<file path="src/assert_macros.svh">
// Assertion macros for the RTL files that carry checks (imap_keyword_classifier).
// Each macro expects a clock named i_clk and an active-low reset named i_rst_n.
`ifndef ASSERT_MACROS_SVH
`define ASSERT_MACROS_SVH

// Implication in the same cycle.
`define ASSERT_IMPLY(lbl, ante, cons, msg) \
    lbl: assert property (@(posedge i_clk) disable iff (!i_rst_n) \
        (ante) |-> (cons)) else $error(msg);

// Implication in the next cycle.
`define ASSERT_NEXT(lbl, ante, cons, msg) \
    lbl: assert property (@(posedge i_clk) disable iff (!i_rst_n) \
        (ante) |=> (cons)) else $error(msg);

`endif

</file>
<file path="src/ikc_pkg.sv">
// Package for the IMAP keyword classifier: keyword table, widths,
// verdict codes and the per-byte keyword hit function. No dependencies.
package ikc_pkg;

    localparam int WIN_DEPTH = 9;
    localparam int KW_COUNT  = 13;
    localparam int KW_MAX    = 10;
    localparam int KW_BITS   = KW_MAX * 8;
    localparam int VERDICT_W = 4;

    localparam logic [VERDICT_W-1:0] VERDICT_NOOP    = 4'd6;
    localparam logic [VERDICT_W-1:0] VERDICT_UNKNOWN = 4'd13;

    // Last character of each keyword sits in the low byte.
    localparam logic [KW_BITS-1:0] KW_TEXT [KW_COUNT] = '{
        KW_BITS'("OK LOGIN"),
        KW_BITS'("LOGIN"),
        KW_BITS'("SELECT"),
        KW_BITS'("NO"),
        KW_BITS'("BYE LOGOUT"),
        KW_BITS'("LOGOUT"),
        KW_BITS'("NOOP"),
        KW_BITS'("LIST"),
        KW_BITS'("CREATE"),
        KW_BITS'("DELETE"),
        KW_BITS'("RENAME"),
        KW_BITS'("SEARCH ALL"),
        KW_BITS'("OK")
    };

    localparam logic [3:0] KW_LEN [KW_COUNT] = '{
        4'd8, 4'd5, 4'd6, 4'd2, 4'd10, 4'd6, 4'd4, 4'd4, 4'd6, 4'd6, 4'd6, 4'd10, 4'd2
    };

    // Index 0 is the oldest byte, the top index the newest.
    typedef logic [WIN_DEPTH-1:0][7:0] t_window;

    typedef struct packed {
        logic       fire;
        logic       last;
        logic [7:0] data;
    } t_step;

    // Keywords that end at byte b, given the bytes before it.
    function automatic logic [KW_COUNT-1:0] kw_hits(t_window w, logic [7:0] b);
        logic [KW_MAX-1:0][7:0] back;
        logic [KW_COUNT-1:0]    hits;
        back[0] = b;
        for (int i = 1; i < KW_MAX; i++) begin
            back[i] = w[WIN_DEPTH-i];
        end
        for (int k = 0; k < KW_COUNT; k++) begin
            hits[k] = 1'b1;
            for (int i = 0; i < KW_MAX; i++) begin
                if ((i < int'(KW_LEN[k])) && (back[i] != KW_TEXT[k][i*8 +: 8])) begin
                    hits[k] = 1'b0;
                end
            end
        end
        return hits;
    endfunction

endpackage

</file>
<file path="src/ikc_match.sv">
// Byte window, sticky seen flags and end-of-text flag of the classifier.
// Depends on ikc_pkg for the keyword table and the step struct.
module ikc_match import ikc_pkg::*; (
    input  logic                i_clk,
    input  logic                i_rst_n,
    input  t_step               i_step,
    output logic [KW_COUNT-1:0] o_seen_next
);

    t_window             r_window, n_window;
    logic [KW_COUNT-1:0] r_seen, n_seen;
    logic                r_ended, n_ended;
    logic [KW_COUNT-1:0] hits;
    logic                take;

    assign hits = kw_hits(r_window, i_step.data);
    assign take = i_step.fire && !r_ended && (i_step.data != 8'd0);

    assign o_seen_next = take ? (r_seen | hits) : r_seen;

    always_comb begin
        n_window = r_window;
        n_seen   = r_seen;
        n_ended  = r_ended;
        if (i_step.fire) begin
            if (i_step.last) begin
                // packet done: start over
                n_window = '0;
                n_seen   = '0;
                n_ended  = 1'b0;
            end else if (!r_ended) begin
                if (i_step.data == 8'd0) begin
                    n_ended = 1'b1;
                end else begin
                    n_window = {i_step.data, r_window[WIN_DEPTH-1:1]};
                    n_seen   = r_seen | hits;
                end
            end
        end
    end

    always_ff @(posedge i_clk) begin
        if (!i_rst_n) begin
            r_window <= '0;
            r_seen   <= '0;
            r_ended  <= 1'b0;
        end else begin
            r_window <= n_window;
            r_seen   <= n_seen;
            r_ended  <= n_ended;
        end
    end

endmodule

</file>
<file path="src/ikc_prio.sv">
// Priority encoder from seen flags to verdict code.
// Depends on ikc_pkg for the keyword count and the UNKNOWN code.
module ikc_prio import ikc_pkg::*; (
    input  logic [KW_COUNT-1:0]  i_seen,
    output logic [VERDICT_W-1:0] o_verdict
);

    always_comb begin
        o_verdict = VERDICT_UNKNOWN;
        // lowest set index wins
        for (int k = KW_COUNT - 1; k >= 0; k--) begin
            if (i_seen[k]) begin
                o_verdict = VERDICT_W'(k);
            end
        end
    end

endmodule

</file>
<file path="src/imap_keyword_classifier.sv">
// IMAP keyword classifier: one payload byte per cycle, one verdict per packet.
// Two register stages, the input register and the verdict register: the verdict
// register and o_valid load when the last byte leaves the input register.
// Throughput: one byte per cycle; input stalls only while a last byte waits
// behind an untaken verdict. Reset (synchronous, active low) clears the window, seen
// flags and both valid registers; the window and seen flags clear after each packet.
module imap_keyword_classifier import ikc_pkg::*; (
    input  logic                 i_clk,
    input  logic                 i_rst_n,
    input  logic                 i_valid,
    output logic                 o_stall,
    input  logic [7:0]           i_data_byte,
    input  logic                 i_last_byte,
    output logic                 o_valid,
    input  logic                 i_stall,
    output logic [VERDICT_W-1:0] o_verdict
);

`include "assert_macros.svh"

    logic                 r_in_valid;
    logic [7:0]           r_in_byte;
    logic                 r_in_last;
    logic                 r_out_valid;
    logic [VERDICT_W-1:0] r_verdict;

    logic                 out_free;
    logic                 consume;
    logic                 in_take;
    t_step                step;
    logic [KW_COUNT-1:0]  seen_next;
    logic [VERDICT_W-1:0] verdict;

    assign out_free = !r_out_valid || !i_stall;
    // only a last byte needs room in the verdict register
    assign consume  = r_in_valid && (!r_in_last || out_free);
    assign o_stall  = r_in_valid && !consume;
    assign in_take  = i_valid && !o_stall;

    assign step.fire = consume;
    assign step.last = r_in_last;
    assign step.data = r_in_byte;

    ikc_match u_match (
        .i_clk       (i_clk),
        .i_rst_n     (i_rst_n),
        .i_step      (step),
        .o_seen_next (seen_next)
    );

    ikc_prio u_prio (
        .i_seen    (seen_next),
        .o_verdict (verdict)
    );

    always_ff @(posedge i_clk) begin
        if (!i_rst_n) begin
            r_in_valid  <= 1'b0;
            r_out_valid <= 1'b0;
        end else begin
            if (in_take) begin
                r_in_valid <= 1'b1;
            end else if (consume) begin
                r_in_valid <= 1'b0;
            end
            if (consume && r_in_last) begin
                r_out_valid <= 1'b1;
            end else if (!i_stall) begin
                r_out_valid <= 1'b0;
            end
        end
    end

    always_ff @(posedge i_clk) begin
        if (in_take) begin
            r_in_byte <= i_data_byte;
            r_in_last <= i_last_byte;
        end
        if (consume && r_in_last) begin
            r_verdict <= verdict;
        end
    end

    assign o_valid   = r_out_valid;
    assign o_verdict = r_verdict;

    `ASSERT_IMPLY(a_noop_shadowed, o_valid, o_verdict != VERDICT_NOOP, "NOOP verdict produced")
    `ASSERT_IMPLY(a_verdict_range, o_valid, o_verdict <= VERDICT_UNKNOWN, "verdict out of range")
    `ASSERT_IMPLY(a_stall_cause, o_stall, r_in_last && r_out_valid && i_stall,
        "input stalled without a pending verdict")
    `ASSERT_NEXT(a_last_gives_verdict, consume && r_in_last, o_valid,
        "last byte consumed but no verdict")

endmodule
</file>
<file path="config.mk">
export PLATFORM = sky130hd
export DESIGN_NAME = imap_keyword_classifier
export DESIGN_NICKNAME = d
export VERILOG_FILES = /design/src/ikc_pkg.sv /design/src/ikc_match.sv /design/src/ikc_prio.sv /design/src/imap_keyword_classifier.sv
export VERILOG_INCLUDE_DIRS = /design/src /design/src/src
export SDC_FILE = /design/constraint.sdc
export NUM_CORES = 1
export LEC_CHECK = 0
export BUFFER_PORTS_ARGS = -buffer_cell sky130_fd_sc_hd__buf_2
export CORE_UTILIZATION = 40
export CTS_CLUSTER_DIAMETER = 30
export DETAILED_ROUTE_END_ITERATION = 6
export GPL_TIMING_DRIVEN = 1
export SLEW_MARGIN = 25
export SYNTH_ARGS = -nofsm -noshare
export SYNTH_HDL_FRONTEND = slang
export SYNTH_SLANG_ARGS = --single-unit
</file>
<file path="constraint.sdc">
create_clock -name i_clk -period 3.3 [get_ports i_clk]
set_clock_uncertainty 0.2 [all_clocks]
set_input_delay 0.99 -clock i_clk [delete_from_list [all_inputs] [get_ports i_clk]]
set_output_delay 0.99 -clock i_clk [all_outputs]
set_load 0.05 [all_outputs]
</file>
==> impl_metrics.py <==
metrics = {
    "power_and_ir_drop": {
        "pwr-share-clk_pct": 44.9,
        "finalPower_mw": 2.51,
        "swShare_pct": 22.0,
        "power_leakage_nw": 1.58,
        "p_per_area_nw_per_um2": 485,
        "p_int_mw": 1.96,
        "ir_drop_v": 0.000296,
        "switchingPower_uw": 552,
        "comb_power_share_pct": 4.6,
        "power_frac_seq_pct": 50.4,
    },
    "clock_tree": {
        "ctsLongestPathBuffers": 2,
        "cts.sinks": 101,
        "cts.repair.resized": 0,
        "cts_buffers": 9,
        "cts.clk_slew.worst_paths_ns": 0.07,
        "h-tree-depth": 3,
        "cts_tree": "yes",
        "root_buffer": "clkbuf_16",
        "postCtsSetupRepairBufs": 0,
        "clock_latency_ns": 0.35,
        "ctsHoldBuffers": 0,
    },
    "finish": {
        "utilization_pct": 47.0,
        "antenna_cells": 0,
        "drive_above_1_share_pct": 11.2,
        "finalNonFillerCells": 641,
        "seq_area_um2": 2150,
        "multi_input_area_um2": 2310,
        "nNetsFinal": 509,
        "area_delta_synth_final_pct": 12.8,
        "fillers": 1087,
    },
    "critical_path": {
        "startpoint": "r_in_byte[5]$_DFFE_PP_",
        "crit_path_top_delay_cell": "or4_1",
        "path_cells": "or4_1 -> o2111ai_2 -> nor2_2 -> a31oi_4 -> and2_1 -> or4b_1 -> a21oi_1",
        "path_max_fanout": 9,
        "required_ns": 3.30,
        "endpoint_kind": "register",
        "crit_family": "simple AND/OR/NAND/NOR gates",
        "cp-start-kind": "register",
        "crit_end": "o_verdict[2]$_SDFFCE_PP0P_",
        "regToRegSetupSlack_ns": 0.34,
        "crit-reg2reg-capture": "o_verdict[2]$_SDFFCE_PP0P_",
        "timing.critical_path.buf_inv": 0,
        "r2r_start": "r_in_byte[5]$_DFFE_PP_",
        "critical_path_arrival_ns": 2.96,
        "slowest_delay_ns": 0.62,
        "crit_type": "reg2reg",
        "worstRegToRegCells": 7,
        "crit_cells": 7,
    },
    "routing": {
        "first_pass_iters": 7,
        "dr.first_iter.drc_count": 402,
        "vias": 3777,
        "routed_wl_um": 11400,
        "drc": 0,
        "avgViaCountPerCell": 5.89,
        "antenna_left": 0,
        "post_drt_wl_per_cell_um": 17.8,
    },
    "yosys": {
        "ys_ff_latch": 101,
        "ys_seq_area_share_pct": 46.8,
        "avgSynthCellArea_um2": 9.48,
        "synth_compound_area_share_pct": 18.4,
        "synth_top_area_cell": "dfxtp_1",
        "netlist_top_cells_count": "dfxtp_1, nor2b_1, a22oi_1",
        "synth-edff-count": 13,
        "yosys.area_share.simple_pct": 31.6,
        "synth_cell_types": 51,
        "synth.cell_area_um2": 4600,
        "ys_warn_count": 0,
        "synth_fa_ha_area_share_pct": 0,
        "yosysTopAreaCellShare_pct": 38.3,
        "synth.area.top_cells": "dfxtp_1, a22oi_1, nor2b_1, edfxtp_1, nor4b_1",
        "synth-xor-area-share_pct": 0,
        "synth_top_family_by_area": "simple AND/OR/NAND/NOR gates",
        "synth_fp_nets": 498,
        "syn_inst": 485,
        "yosys.cell_count.top_type": "dfxtp_1",
        "ys.flop_type": "dfxtp_1",
        "muxShareOfSynthArea_pct": 0,
        "async_flop_share_pct": 0,
    },
    "sta": {
        "worst_slew_pin_slew_ns": 0.798,
        "max_freq_mhz": 338,
        "min_period_ns": 2.96,
        "grt_setup_unrepaired": "false",
        "slew-limit-headroom_pct": 46.7,
        "final-setup-viol-count": 0,
        "final-hold-violation-count": 0,
        "slew_viol_final": 0,
        "period_share_pct": 89.7,
        "setup_tns_ns": 0,
        "fin_hold_ws_ns": 0.277,
    },
    "global_routing": {
        "grt_use_total_pct": 20.5,
        "grt.overflow.total": 0,
        "grt_pass1_vias": 3517,
        "antenna_found_initial": 0,
        "grt_max_degree": 76,
        "grt_pass1_wl_um": 18600,
    },
    "die": {
        "dieHeight_um": 109,
        "die_width_um": 109,
        "ios": 19,
        "start_util_pct": 41.7,
        "coreArea_um2": 11000,
        "rows": 38,
        "dieArea_um2": 11900,
    },
    "run_status": {
        "status": "completed",
    },
    "flow_run": {
        "maxCapViolations": 0,
    },
    "placement": {
        "placed_cells": 625,
        "port-buffer-count": 18,
        "place_hpwl_um": 7630,
        "routabilityCongestion": 0.886,
    },
    "min_path": {
        "worstHoldPathType": "reg2reg",
    },
}
## worst reg2reg max path: stages, from the launching register on
cell and delay [ns]:
edfxtp_1 0.43, or4_1 0.62, o2111ai_2 0.45, nor2_2 0.13, a31oi_4 0.23, and2_1 0.16
or4b_1 0.44, a21oi_1 0.16
## how the worst min path moves through the flow
stage	slack, ns	endpoint	start	depth (start not counted)
final	0.28	u_match.r_seen[9]$_SDFFE_PN0P_	u_match.r_seen[9]$_SDFFE_PN0P_	2
after global placement	0.25	u_match.r_seen[6]$_SDFFE_PN0P_	u_match.r_seen[6]$_SDFFE_PN0P_	2
after floorplan	0.24	u_match.r_seen[6]$_SDFFE_PN0P_	u_match.r_seen[6]$_SDFFE_PN0P_	2
after detailed placement	0.26	u_match.r_seen[9]$_SDFFE_PN0P_	u_match.r_seen[9]$_SDFFE_PN0P_	2
after global routing	0.31	u_match.r_seen[6]$_SDFFE_PN0P_	u_match.r_seen[6]$_SDFFE_PN0P_	2
after CTS	0.28	u_match.r_seen[9]$_SDFFE_PN0P_	u_match.r_seen[9]$_SDFFE_PN0P_	2
## per-layer routing
layer	share of wire (%)	wire length (um)	vias up	GRT usage [%]
met1	50	5640	1815	28.3
li1	-	-	1859	-
met4	1.7	198	0	7.33
met5	0	0	-	0
met3	4.2	476	17	4.42
met2	45	5080	86	31.4
## stage by stage
stage	worst slack [ns]	area (um2)
6_report	0.339	5190
5_1_grt	0.226	5190
4_1_cts	0.364	5190
3_5_place_dp	0.386	4870
3_3_place_gp	0.437	4870
2_1_floorplan	0.304	4600
## layout make-up
cell class / instances / share of cell area [%]
multi-input combinational: 347 / 44.6
sequential: 101 / 41.5
clock buffer: 10 / 4.41
timing repair buffer: 30 / 3.96
tap: 140 / 3.38
clock inverter: 6 / 1.66
inverter: 7 / 0.507
## registers in the layout (all words and copies together) (netlist names)
name              flops
u_match.r_window     72
r_in_valid            1
r_in_byte             8
o_valid               1
u_match.r_seen       13
u_match.r_ended       1
o_verdict             4
r_in_last             1
## power by group through the flow
stage          Sequential [mW]  Clock (mW)  Combinational [mW]
2_1_floorplan             1.29           0              0.0781
3_3_place_gp              1.29           0               0.118
3_5_place_dp              1.30           0               0.118
4_1_cts                   1.27        1.15               0.118
5_1_grt                   1.27        1.20               0.127
6_report                  1.27        1.13               0.116
## cells in the final DEF, fill, tap and decap left out, drive strengths merged, types with 3 or more instances in the layout
cell    instances
nor4b          14
clkbuf         10
nor2b          76
and4b           4
a22oi          72
o21a            3
a41oi           3
dfxtp          88
nand3          13
nand4           9
nand2          19
a21oi          12
clkinv          3
a31oi           8
buf            30
edfxtp         13
and2            3
nor3b           4
or3             3
nor4            6
nor3           17
or4             3
nor4bb          5
nand4b          8
inv             8
and4            4
nor2           33
## cell families after synthesis
kind of cell           count (synthesis)
buffers and inverters                 37
AOI/OAI and AO/OA                    113
DFF                                  101
and+or+nand+nor                      234
Power figures use the tool's default switching activity.
